File: src/rtl/core/nlsru_pkg.sv
`timescale 1ns / 1ps
// ----------------------------------------------------------------------------
// NLS row update package
// Shared constants and types for the explicit nonlinear Schroedinger row update.
// ----------------------------------------------------------------------------
package nlsru_pkg;

  // Fixed-point format: all values carry this many fraction bits.
  localparam int FRAC_BITS = 13;

  // Default width of one sample component.
  localparam int SAMPLE_WIDTH_DEF = 18;

  // Configuration port.
  localparam int CFG_INDEX_WIDTH = 2;
  localparam int CFG_DATA_WIDTH  = 18;
  localparam int UCOEF_WIDTH     = 17;
  localparam int SCOEF_WIDTH     = 18;

  typedef logic [CFG_INDEX_WIDTH-1:0] cfg_index_t;
  typedef logic [CFG_DATA_WIDTH-1:0]  cfg_data_t;

  // Register indexes.
  localparam cfg_index_t REG_TIME_STEP    = 2'd0;
  localparam cfg_index_t REG_LAPLACIAN    = 2'd1;
  localparam cfg_index_t REG_POTENTIAL    = 2'd2;
  localparam cfg_index_t REG_NONLINEARITY = 2'd3;

  // Register reset values.
  localparam logic [UCOEF_WIDTH-1:0] TIME_STEP_RST    = 17'd82;
  localparam logic [UCOEF_WIDTH-1:0] LAPLACIAN_RST    = 17'd512;
  localparam logic [SCOEF_WIDTH-1:0] POTENTIAL_RST    = 18'd0;
  localparam logic [SCOEF_WIDTH-1:0] NONLINEARITY_RST = 18'd0;

  // Position inside a row.
  typedef logic [1:0] row_pos_t;
  localparam row_pos_t POS_START = 2'd0;
  localparam row_pos_t POS_ONE   = 2'd1;
  localparam row_pos_t POS_MANY  = 2'd2;

endpackage

File: src/rtl/core/nls_explicit_row_update_top.sv
`timescale 1ns / 1ps
// ----------------------------------------------------------------------------
// NLS explicit row update
// Streams one time row of a complex wave function and emits the next time row
// of an explicit Euler step of the nonlinear Schroedinger equation.
// ----------------------------------------------------------------------------
//
//  Channel | Handshake              | Payload
//  --------+------------------------+---------------------------------------
//  input   | in_valid / in_stall    | psi_re, psi_im, row_end
//  output  | out_valid / out_stall  | new_re, new_im, row_done
//  config  | cfg_valid / cfg_ready  | cfg_index, cfg_data
//
// Each result is computed by one shared signed multiplier under a step
// sequencer that runs from the start of a result to its load into the
// output register; the squaring, nonlinearity, time step, scaling and
// Laplacian steps issue products. An item that only fills the window gives
// no result, any other item gives one, and an item that closes a row of two
// or more points gives two. The block takes a new item in the cycle after
// its last result is loaded, even while that result still waits on out_stall.
// The sequencer holds at its final step while the output register is full
// and stalled. Reset is synchronous and restores the register defaults, an
// empty output and the row-start position. Config writes are always taken.
//
module nls_explicit_row_update_top #(
  parameter int SAMPLE_WIDTH = nlsru_pkg::SAMPLE_WIDTH_DEF
) (
  input  logic                               clk,
  input  logic                               rst,
  // Input items.
  input  logic                               in_valid,
  output logic                               in_stall,
  input  logic signed [SAMPLE_WIDTH-1:0]     psi_re,
  input  logic signed [SAMPLE_WIDTH-1:0]     psi_im,
  input  logic                               row_end,
  // Result items.
  output logic                               out_valid,
  input  logic                               out_stall,
  output logic signed [SAMPLE_WIDTH-1:0]     new_re,
  output logic signed [SAMPLE_WIDTH-1:0]     new_im,
  output logic                               row_done,
  // Configuration writes.
  input  logic                               cfg_valid,
  output logic                               cfg_ready,
  input  nlsru_pkg::cfg_index_t              cfg_index,
  input  nlsru_pkg::cfg_data_t               cfg_data
);

  import nlsru_pkg::*;

  // Widths: the Laplacian needs two guard bits, the multiplier operands must
  // also hold the 18-bit coefficients, and the extended width takes any sum
  // of two products with room for rounding.
  localparam int W  = SAMPLE_WIDTH;
  localparam int LW = W + 2;
  localparam int MW = (LW > SCOEF_WIDTH) ? LW : SCOEF_WIDTH;
  localparam int PW = 2 * MW;
  localparam int EW = PW + 1;

  localparam longint SMAX = (longint'(1) << (W - 1)) - 1;
  localparam longint SMIN = -SMAX - 1;
  localparam logic signed [EW-1:0] SAT_HI = EW'(SMAX);
  localparam logic signed [EW-1:0] SAT_LO = EW'(SMIN);
  localparam logic signed [EW-1:0] HALF   = EW'(2 ** (FRAC_BITS - 1));

  // Sequencer steps. Each step names what the shared multiplier works on or
  // which rounded product is captured.
  localparam logic [3:0] ST_IDLE  = 4'd0;
  localparam logic [3:0] ST_SQ_RE = 4'd1;   // re*re
  localparam logic [3:0] ST_SQ_IM = 4'd2;   // im*im, keep re*re
  localparam logic [3:0] ST_MAG   = 4'd3;   // |psi|^2
  localparam logic [3:0] ST_NL    = 4'd4;   // alpha*|psi|^2
  localparam logic [3:0] ST_POT   = 4'd5;   // g = U + n
  localparam logic [3:0] ST_DT    = 4'd6;   // dt*g
  localparam logic [3:0] ST_F     = 4'd7;   // capture f
  localparam logic [3:0] ST_S_RE  = 4'd8;   // f*re
  localparam logic [3:0] ST_S_IM  = 4'd9;   // f*im, capture s_re
  localparam logic [3:0] ST_L_RE  = 4'd10;  // k*lap_re, capture s_im
  localparam logic [3:0] ST_L_IM  = 4'd11;  // k*lap_im, capture l_re
  localparam logic [3:0] ST_SUM   = 4'd12;  // capture l_im
  localparam logic [3:0] ST_OUT   = 4'd13;  // combine and load the output

  function automatic logic signed [W-1:0] sat_w(input logic signed [EW-1:0] v);
    logic signed [EW-1:0] r;
    if (v > SAT_HI) begin
      r = SAT_HI;
    end else if (v < SAT_LO) begin
      r = SAT_LO;
    end else begin
      r = v;
    end
    return r[W-1:0];
  endfunction

  // Round half up at the binary point, then saturate.
  function automatic logic signed [W-1:0] rnd(input logic signed [PW-1:0] p);
    logic signed [EW-1:0] t;
    t = (EW'(p) + HALF) >>> FRAC_BITS;
    return sat_w(t);
  endfunction

  // Configuration registers.
  logic        [UCOEF_WIDTH-1:0] time_step;
  logic        [UCOEF_WIDTH-1:0] laplacian_coefficient;
  logic signed [SCOEF_WIDTH-1:0] potential;
  logic signed [SCOEF_WIDTH-1:0] nonlinearity;

  // Three-point window and row tracking.
  logic signed [W-1:0] left_re, left_im;
  logic signed [W-1:0] center_re, center_im;
  logic signed [W-1:0] right_re, right_im;
  row_pos_t            row_position;

  // Job flags: end point, last of row, and a second result still to come.
  logic job_edge;
  logic job_done;
  logic job_second;

  logic [3:0] state;

  // Datapath registers.
  logic signed [PW-1:0] prod;
  logic signed [PW-1:0] acc;
  logic signed [W-1:0]  m, g, f, s_re, s_im, l_re, l_im;

  logic signed [MW-1:0] mul_a, mul_b;
  logic signed [LW-1:0] lap_re, lap_im;
  logic signed [EW-1:0] mag_sum;
  logic signed [EW-1:0] pot_sum;
  logic signed [EW-1:0] sum_re, sum_im;
  logic                 in_take;
  logic                 out_free;

  assign cfg_ready = 1'b1;
  assign in_stall  = (state != ST_IDLE);
  assign in_take   = in_valid && !in_stall;
  assign out_free  = !(out_valid && out_stall);

  // The end points of a row skip the Laplacian term: with a zero operand the
  // rounded product is zero as well.
  always_comb begin
    if (job_edge) begin
      lap_re = '0;
      lap_im = '0;
    end else begin
      lap_re = LW'(left_re) - (LW'(center_re) <<< 1) + LW'(right_re);
      lap_im = LW'(left_im) - (LW'(center_im) <<< 1) + LW'(right_im);
    end
  end

  // Operand selection for the shared multiplier.
  always_comb begin
    case (state)
      ST_SQ_RE: begin
        mul_a = MW'(center_re);
        mul_b = MW'(center_re);
      end
      ST_SQ_IM: begin
        mul_a = MW'(center_im);
        mul_b = MW'(center_im);
      end
      ST_NL: begin
        mul_a = MW'(nonlinearity);
        mul_b = MW'(m);
      end
      ST_DT: begin
        mul_a = MW'(time_step);
        mul_b = MW'(g);
      end
      ST_S_RE: begin
        mul_a = MW'(f);
        mul_b = MW'(center_re);
      end
      ST_S_IM: begin
        mul_a = MW'(f);
        mul_b = MW'(center_im);
      end
      ST_L_RE: begin
        mul_a = MW'(laplacian_coefficient);
        mul_b = MW'(lap_re);
      end
      ST_L_IM: begin
        mul_a = MW'(laplacian_coefficient);
        mul_b = MW'(lap_im);
      end
      default: begin
        mul_a = '0;
        mul_b = '0;
      end
    endcase
  end

  // The squared magnitude is rounded once, after both squares are summed.
  assign mag_sum = (EW'(acc) + EW'(prod) + HALF) >>> FRAC_BITS;
  assign pot_sum = EW'(potential) + EW'(rnd(prod));
  assign sum_re  = EW'(center_re) + EW'(s_im) - EW'(l_im);
  assign sum_im  = EW'(center_im) - EW'(s_re) + EW'(l_re);

  always_ff @(posedge clk) begin
    prod <= mul_a * mul_b;
    case (state)
      ST_SQ_IM: acc  <= prod;
      ST_MAG:   m    <= sat_w(mag_sum);
      ST_POT:   g    <= sat_w(pot_sum);
      ST_F:     f    <= rnd(prod);
      ST_S_IM:  s_re <= rnd(prod);
      ST_L_RE:  s_im <= rnd(prod);
      ST_L_IM:  l_re <= rnd(prod);
      ST_SUM:   l_im <= rnd(prod);
      default: begin
      end
    endcase
  end

  // Configuration writes keep only each register's own width.
  always_ff @(posedge clk) begin
    if (rst) begin
      time_step             <= TIME_STEP_RST;
      laplacian_coefficient <= LAPLACIAN_RST;
      potential             <= POTENTIAL_RST;
      nonlinearity          <= NONLINEARITY_RST;
    end else if (cfg_valid && cfg_ready) begin
      case (cfg_index)
        REG_TIME_STEP:    time_step             <= cfg_data[UCOEF_WIDTH-1:0];
        REG_LAPLACIAN:    laplacian_coefficient <= cfg_data[UCOEF_WIDTH-1:0];
        REG_POTENTIAL:    potential             <= cfg_data[SCOEF_WIDTH-1:0];
        REG_NONLINEARITY: nonlinearity          <= cfg_data[SCOEF_WIDTH-1:0];
        default: begin
        end
      endcase
    end
  end

  // Sequencer, window and output register.
  always_ff @(posedge clk) begin
    if (rst) begin
      state        <= ST_IDLE;
      row_position <= POS_START;
      out_valid    <= 1'b0;
      job_edge     <= 1'b0;
      job_done     <= 1'b0;
      job_second   <= 1'b0;
    end else begin
      // The final step reloads the output itself when it is free.
      if (out_valid && !out_stall && state != ST_OUT) begin
        out_valid <= 1'b0;
      end
      case (state)
        ST_IDLE: begin
          if (in_take) begin
            case (row_position)
              POS_START: begin
                // The first point only fills the window, unless it is the
                // whole row.
                center_re <= psi_re;
                center_im <= psi_im;
                if (row_end) begin
                  job_edge   <= 1'b1;
                  job_done   <= 1'b1;
                  job_second <= 1'b0;
                  state      <= ST_SQ_RE;
                end else begin
                  row_position <= POS_ONE;
                end
              end
              default: begin
                // The held center is finished now; a row end also finishes
                // the new point as the right end of the row.
                right_re     <= psi_re;
                right_im     <= psi_im;
                job_edge     <= (row_position == POS_ONE);
                job_done     <= 1'b0;
                job_second   <= row_end;
                row_position <= row_end ? POS_START : POS_MANY;
                state        <= ST_SQ_RE;
              end
            endcase
          end
        end
        ST_OUT: begin
          if (out_free) begin
            out_valid <= 1'b1;
            new_re    <= sat_w(sum_re);
            new_im    <= sat_w(sum_im);
            row_done  <= job_done;
            left_re   <= center_re;
            left_im   <= center_im;
            center_re <= right_re;
            center_im <= right_im;
            if (job_second) begin
              job_edge   <= 1'b1;
              job_done   <= 1'b1;
              job_second <= 1'b0;
              state      <= ST_SQ_RE;
            end else begin
              state <= ST_IDLE;
            end
          end
        end
        default: begin
          state <= state + 4'd1;
        end
      endcase
    end
  end

  // The squared magnitude never goes negative.
  a_mag_nonneg: assert property (@(posedge clk) disable iff (rst)
    (state == ST_NL) |-> !m[W-1])
    else $error("squared magnitude is negative");

  // An end point carries no Laplacian term in its real part.
  a_edge_no_lap: assert property (@(posedge clk) disable iff (rst)
    (state == ST_SUM && job_edge) |-> (l_re == '0))
    else $error("end point picked up a Laplacian term");

  // A pending second result is never flagged as the row's last.
  a_second_not_done: assert property (@(posedge clk) disable iff (rst)
    job_second |-> !job_done)
    else $error("first of two results marked as row end");

  // A result is loaded only from the final step.
  a_load_from_out: assert property (@(posedge clk) disable iff (rst)
    $rose(out_valid) |-> ($past(state) == ST_OUT))
    else $error("output loaded outside the final step");

  // Reset leaves the block idle with an empty output.
  a_reset_idle: assert property (@(posedge clk)
    rst |=> (state == ST_IDLE && !out_valid))
    else $error("block not idle after reset");

endmodule
File: config.mk
export PLATFORM = sky130hd
export DESIGN_NAME = nls_explicit_row_update_top
export DESIGN_NICKNAME = d
export VERILOG_FILES = /design/src/rtl/core/nlsru_pkg.sv /design/src/rtl/core/nls_explicit_row_update_top.sv
export SDC_FILE = /design/constraint.sdc
export NUM_CORES = 2
export LEC_CHECK = 0
export ABC_AREA = 1
export ABC_CLOCK_PERIOD_IN_PS = 11900
export BUFFER_PORTS_ARGS = -buffer_cell sky130_fd_sc_hd__buf_4
export CORE_MARGIN = 1.5
export CORE_UTILIZATION = 50
export CTS_CLUSTER_SIZE = 12
export DETAILED_ROUTE_END_ITERATION = 16
export PLACE_DENSITY_LB_ADDON = 0.25
export SLEW_MARGIN = 40
export SYNTH_ARGS = -nofsm -noshare
export SYNTH_HDL_FRONTEND = slang
export SYNTH_SLANG_ARGS = --single-unit
File: constraint.sdc
create_clock -name clk -period 11.9 [get_ports clk]
set_input_delay 1.785 -clock clk [delete_from_list [all_inputs] [get_ports clk]]
set_output_delay 1.785 -clock clk [all_outputs]
set_load 0.1 [all_outputs]
==> After elaboration in Yosys (flattened, before gate mapping) <==
Cells that the tools add are included.
{ "classes": {"n_addsub": 13, "n_mul": 1, "order_cmp": 10, "eq_ne": 24, "muxes": 44, "bitwise_logic": 3, "n_reduce_logical": 26} }
{ "op_table": {"columns": ["operator", "n"], "rows": [
  ["20-bit one-hot mux with 6 select lines", 2],
  ["18-bit 2-to-1 mux", 12],
  ["18-bit one-hot mux with 2 select lines", 2],
  ["28-bit by 18-bit > comparator with 1-bit output, second input constant", 2],
  ["28-bit by 18-bit < comparator with 1-bit output, second input constant", 2],
  ["40-bit by 14-bit adder with 41-bit output, second input constant", 1],
  ["40-bit by 40-bit adder with 41-bit output", 1],
  ["41-bit by 14-bit adder with 41-bit output, second input constant", 1],
  ["20-bit by 18-bit adder with 20-bit output", 2],
  ["20-bit by 18-bit > comparator with 1-bit output, second input constant", 2],
  ["20-bit by 18-bit < comparator with 1-bit output, second input constant", 2],
  ["20-bit by 20-bit multiplier with 40-bit output", 1],
  ["20-bit 2-to-1 mux", 2],
  ["18-bit by 19-bit subtractor with 20-bit output", 2],
  ["18-bit by 18-bit adder with 19-bit output", 2],
  ["4-bit equality test, second input constant", 6],
  ["19-bit by 18-bit adder with 20-bit output", 1],
  ["19-bit by 18-bit subtractor with 20-bit output", 1],
  ["19-bit by 18-bit > comparator with 1-bit output, second input constant", 1],
  ["19-bit by 18-bit < comparator with 1-bit output, second input constant", 1],
  ["18-bit by 18-bit subtractor with 19-bit output", 1],
  ["4-bit by 3-bit equality test with 1-bit output, second input constant", 4],
  ["4-bit 2-to-1 mux", 4],
  ["1-bit 2-to-1 mux", 15],
  ["other kinds (24)", 51]
]} }
{ "word_totals": {"reg_bits": 431, "inputBits": 62, "output_inout_bits": 40, "wordCells": 149} }

==> Longest topological paths before layout <==
{ "depth": {"word_depth": 7, "mapped_depth": 40, "mapped_depth_nobuf": 39} }

==> Least setup slack after synthesis <==
OpenSTA, ideal clock, no wires.
{ "synth_path": {"path_kind": "register to register", "startpoint": "register state[0]", "endpoint": "register prod[36]", "setup_time_ns": 0.072, "t_arrival_ns": 9.670, "required_time_ns": 11.828, "path_slack_ns": 2.158, "stages_incl_launch_ff": 33, "n_path_buf": 2, "period_less_slack_ns": 9.742, "cell_sequence": "dfxtp_1 > inv_1 > ha_1 > inv_1 > nor2_1 > clkinv_2 > buf_2 > o22ai_1 > a21oi_1 > and2_1 > inv_2 > buf_4 > nand2_1 > fa_1 > fa_1 > inv_1 > fa_1 > inv_1 > fa_1 > inv_1 > fa_1 > fa_1 > inv_1 > fa_1 > inv_1 > ha_1 > nand2_1 > nor2_1 > inv_1 > nor4_1 > nand3_1 > nand3_1 > xor2_1"} }
{ "synth_via": {"elab_chain_cells": 4, "elab_cells_between_ends": 15, "classes_between": "mul (1); eq/ne (8); mux (2); reduce/logical (4)"} }
{ "synth_lines": {"columns": ["item", "line", "rtl"], "rows": [
  ["start: declaration", "nls_explicit_row_update_top.sv:119", "logic [3:0] state;"],
  ["start signal: assignment", "nls_explicit_row_update_top.sv:301", "state <= state + 4'd1;"],
  ["4-bit equality test, or another cell as far along", "nls_explicit_row_update_top.sv:153", "case (state)"],
  ["2-bit OR reduction (no line)", null, null],
  ["20-bit one-hot mux with 6 select lines", "nls_explicit_row_update_top.sv:153", null],
  ["20-bit by 20-bit multiplier with 40-bit output *", "nls_explicit_row_update_top.sv:200", "prod <= mul_a * mul_b;"],
  ["end signal: assignment", "nls_explicit_row_update_top.sv:200", null],
  ["end: declaration", "nls_explicit_row_update_top.sv:122", "logic signed [PW-1:0] prod;"]
]} }
Every way passes the cells marked *; elsewhere a longest branch is shown, timed or not.
A chain may end at the register's enable or synchronous reset.

==> Final worst setup path <==
{ "layout_path": {"startpoint": "register state[0]", "endpoint": "register prod[38]"} }
The elaborated chain is that of the path after synthesis.

==> results.py <==
metrics = {
    "synth": {
        "synth_area_um2": 41600,
        "synthArstFlopShare": 0,
        "synth.mux.area_fraction": 0,
        "yosysTopAreaCell": "fa_1",
        "yosysSeqAreaShare": 0.282,
        "syn_nets": 5724,
        "yosys.area_share.adder": 0.311,
        "ys_warn_count": 0,
        "synth_compound_area_frac": 0.0927,
        "synth_flop_cell": "edfxtp_1",
        "synth_top_area_share": 0.226,
        "synth_edf_count": 311,
        "synthCells": 4910,
        "synthSimpleGateAreaFrac": 0.164,
        "ys_top_cells_by_area": "fa_1, edfxtp_1, inv_1",
        "synthXorXnorAreaFrac": 0.0301,
        "synth_top_family_by_area": "adder cells",
        "netlist-cell-type-count": 67,
        "syn_area_per_cell_um2": 8.47,
        "ys_ff_latch": 431,
    },
    "clock_network": {
        "cts_tree": "built",
        "post_cts_resized": 0,
        "cts_sinks": 431,
        "postCtsSetupRepairBufs": 0,
        "cts_root_buf": "clkbuf_16",
        "clk_pin_slew_ps": 60,
        "htree_levels": 2,
        "clockBufferDepth": 3,
        "hold_buffers": 0,
        "insertion_delay_ps": 630,
        "cts_buffers": 52,
    },
    "grt": {
        "grt_max_degree": 75,
        "grt_usage": 0.294,
        "grt_overflow_total": 0,
        "grt_pass1_wl_um": 191000,
        "grt_pass1_vias": 33028,
        "antenna_found_initial": 1,
    },
    "drt": {
        "routed.top_layer": "met5",
        "postRouteAntennaNets": 0,
        "routedWlPerCell_um": 20.1,
        "wl_um": 123000,
        "drc": 0,
        "drt-met1-wl_um": 48700,
        "vias_per_cell": 5.37,
        "met2_length_um": 59900,
        "drt_iter0_drc": 2633,
        "drtPass1Iterations": 8,
        "met3RoutedLength_um": 7510,
        "via_count": 32900,
    },
    "sta": {
        "fmax_mhz": 102,
        "tightest_slew_ps": 927,
        "finalCritPeriodShare": 0.826,
        "maxSlewHeadroom": 0.378,
        "fin_skew_ps": 46.1,
        "slew_viol_final": 0,
        "rsz0062_at_grt": "no",
        "period_needed_ps": 9830,
        "setup_viol": 0,
        "setup_tns_ps": 0,
        "finalHoldViolCount": 0,
    },
    "final_layout": {
        "n_antenna_cell": 0,
        "nets": 5824,
        "regArea_um2": 11700,
        "drive_gt1_frac": 0.0685,
        "final_area_um2": 45200,
        "postLayoutCoreUtil": 0.550,
        "area_growth_syn_to_layout_pct": 8.78,
        "multi_input_area_um2": 24900,
        "n_fill_cell": 7653,
    },
    "setup_path": {
        "cp_max_fo": 41,
        "critPathLaunchType": "flop",
        "crit_path_frequent_cell": "inv_1",
        "critPathMaxStageDelay_ps": 1000,
        "cp-endpoint": "prod[38]",
        "timing.rr.start": "state[0]",
        "critical_path_class": "reg -> reg",
        "r2r_cells": 32,
        "cp_data_required_time_ps": 12380,
        "crit_start": "state[0]",
        "critPathSlowestCell": "fa_1",
        "reg2reg_slack_ps": 2070,
        "r2r-end": "prod[38]",
        "end_kind": "flop",
        "crit_arrival_ps": 10310,
    },
    "outcome": {
        "status": "finished clean",
    },
    "place": {
        "gp_congestion": 0.994,
        "dp_hpwl_um": 99700,
        "numPortBuffers": 100,
        "placed_cell_area_um2": 43500,
    },
    "pwr": {
        "p_clk_frac": 0.153,
        "p_per_area_nw_per_um2": 230,
        "p_leak_uw": 0.0227,
        "p_switching_uw": 5280,
        "p_comb_frac": 0.642,
        "ir_drop_v": 0.000307,
        "p_seq_frac": 0.205,
        "p_int_uw": 5120,
        "sw_frac_of_total": 0.507,
    },
    "floorplan": {
        "dieWidth_um": 291,
        "die_y_um": 291,
        "row_count": 105,
        "die_area_um2": 84900,
        "core-area_um2": 82200,
        "initial_core_util": 0.505,
        "pin_count": 102,
    },
    "run": {
        "drv_cap": 0,
    },
    "min_path": {
        "hold_class": "reg -> reg",
    },
}
## final cells by class
cell class / count / share of cell area
clock buffer: 72 / 0.0320
clock inverter: 26 / 0.00570
inverter: 1198 / 0.0995
multi-input combinational: 3191 / 0.551
sequential: 431 / 0.260
tap: 1070 / 0.0296
timing repair buffer: 136 / 0.0227
## cell usage after synthesis (38+ instances only)
cell type and instances:
a21oi_1 253, nand2_1 1099, xor2_1 88, buf_2 41, edfxtp_1 311, inv_1 1165, nor2_1 278, fa_1 469
dfxtp_1 120, o21ai_0 220, a31oi_1 38, ha_1 283, nand3_1 111, o22ai_1 43, xnor2_1 53
## worst max-delay path: cells and delay by family, from the launching register on
kind / cells / cell delay (ps)
XOR/XNOR: 1 / 150
AND/OR/NAND/NOR: 5 / 1100
buffers and inverters: 12 / 2300
flip-flops: 1 / 350
adder cells (fa/ha/maj): 9 / 4810
AO/OA/AOI/OAI: 5 / 960
## logic make-up after synthesis
family          count (synthesis)
buf+inv                      1288
compound gates                662
fa+ha+maj                     752
xor+xnor                      142
flops                         431
simple gates                 1634
other cells                     1
## metrics by stage
stage,hold slack (ps),instances,setup slack [ps],power (uW)
finish,448,6124,2070,10400
global route,460,6124,1320,11300
CTS,442,6124,2080,10400
detailed placement,426,6026,2130,8830
global placement,428,6026,2300,8760
floorplan,408,4910,2160,6800
## worst min-delay path by stage
| stage | start | depth (start not counted) | end |
|---|---|---|---|
| after global placement | prod[8] | 0 | acc[8] |
| after detailed placement | prod[8] | 0 | acc[8] |
| after global routing | prod[7] | 0 | acc[7] |
| after CTS | prod[10] | 0 | acc[10] |
| final | prod[8] | 0 | acc[8] |
| after floorplan | job_done | 0 | row_done |
## layout by cell type (no fill, tap or decap), types with 38 or more instances in the layout
master / Yosys / final
clkbuf_16: 0 / 54
nor2_1: 278 / 275
dfxtp_1: 120 / 120
a21oi_1: 253 / 253
xnor2_1: 53 / 53
o21ai_0: 220 / 220
xor2_1: 88 / 88
edfxtp_1: 311 / 311
nand3_1: 111 / 110
fa_1: 469 / 469
ha_1: 283 / 283
a31oi_1: 38 / 38
buf_4: 13 / 135
inv_1: 1165 / 1164
o22ai_1: 43 / 43
nand2_1: 1099 / 1099
## sequential cells by signal (all words and copies together) (netlist names), 18 cells and up
register and flops:
right_re 18, l_im 18, center_im 18, s_re 18, new_im 18, right_im 18, center_re 18, m 18
l_re 18, potential 18, f 18, left_im 18, acc 40, g 18, new_re 18, left_re 18
s_im 18, nonlinearity 18, prod 40
## metal layers
metal,track usage,vias to the layer above
met5,0.00510,-
li1,-,15486
met4,0.140,2
met1,0.365,15984
met2,0.503,1130
met3,0.0441,298
## power by group through the flow
stage               Clock [uW]  Sequential [uW]  Combinational [uW]
floorplan                    0             2050                4740
global placement             0             2150                6600
detailed placement           0             2150                6670
CTS                       1610             2130                6710
global route              1670             2140                7510
finish                    1590             2130                6680
Power figures use the tool's default switching activity.
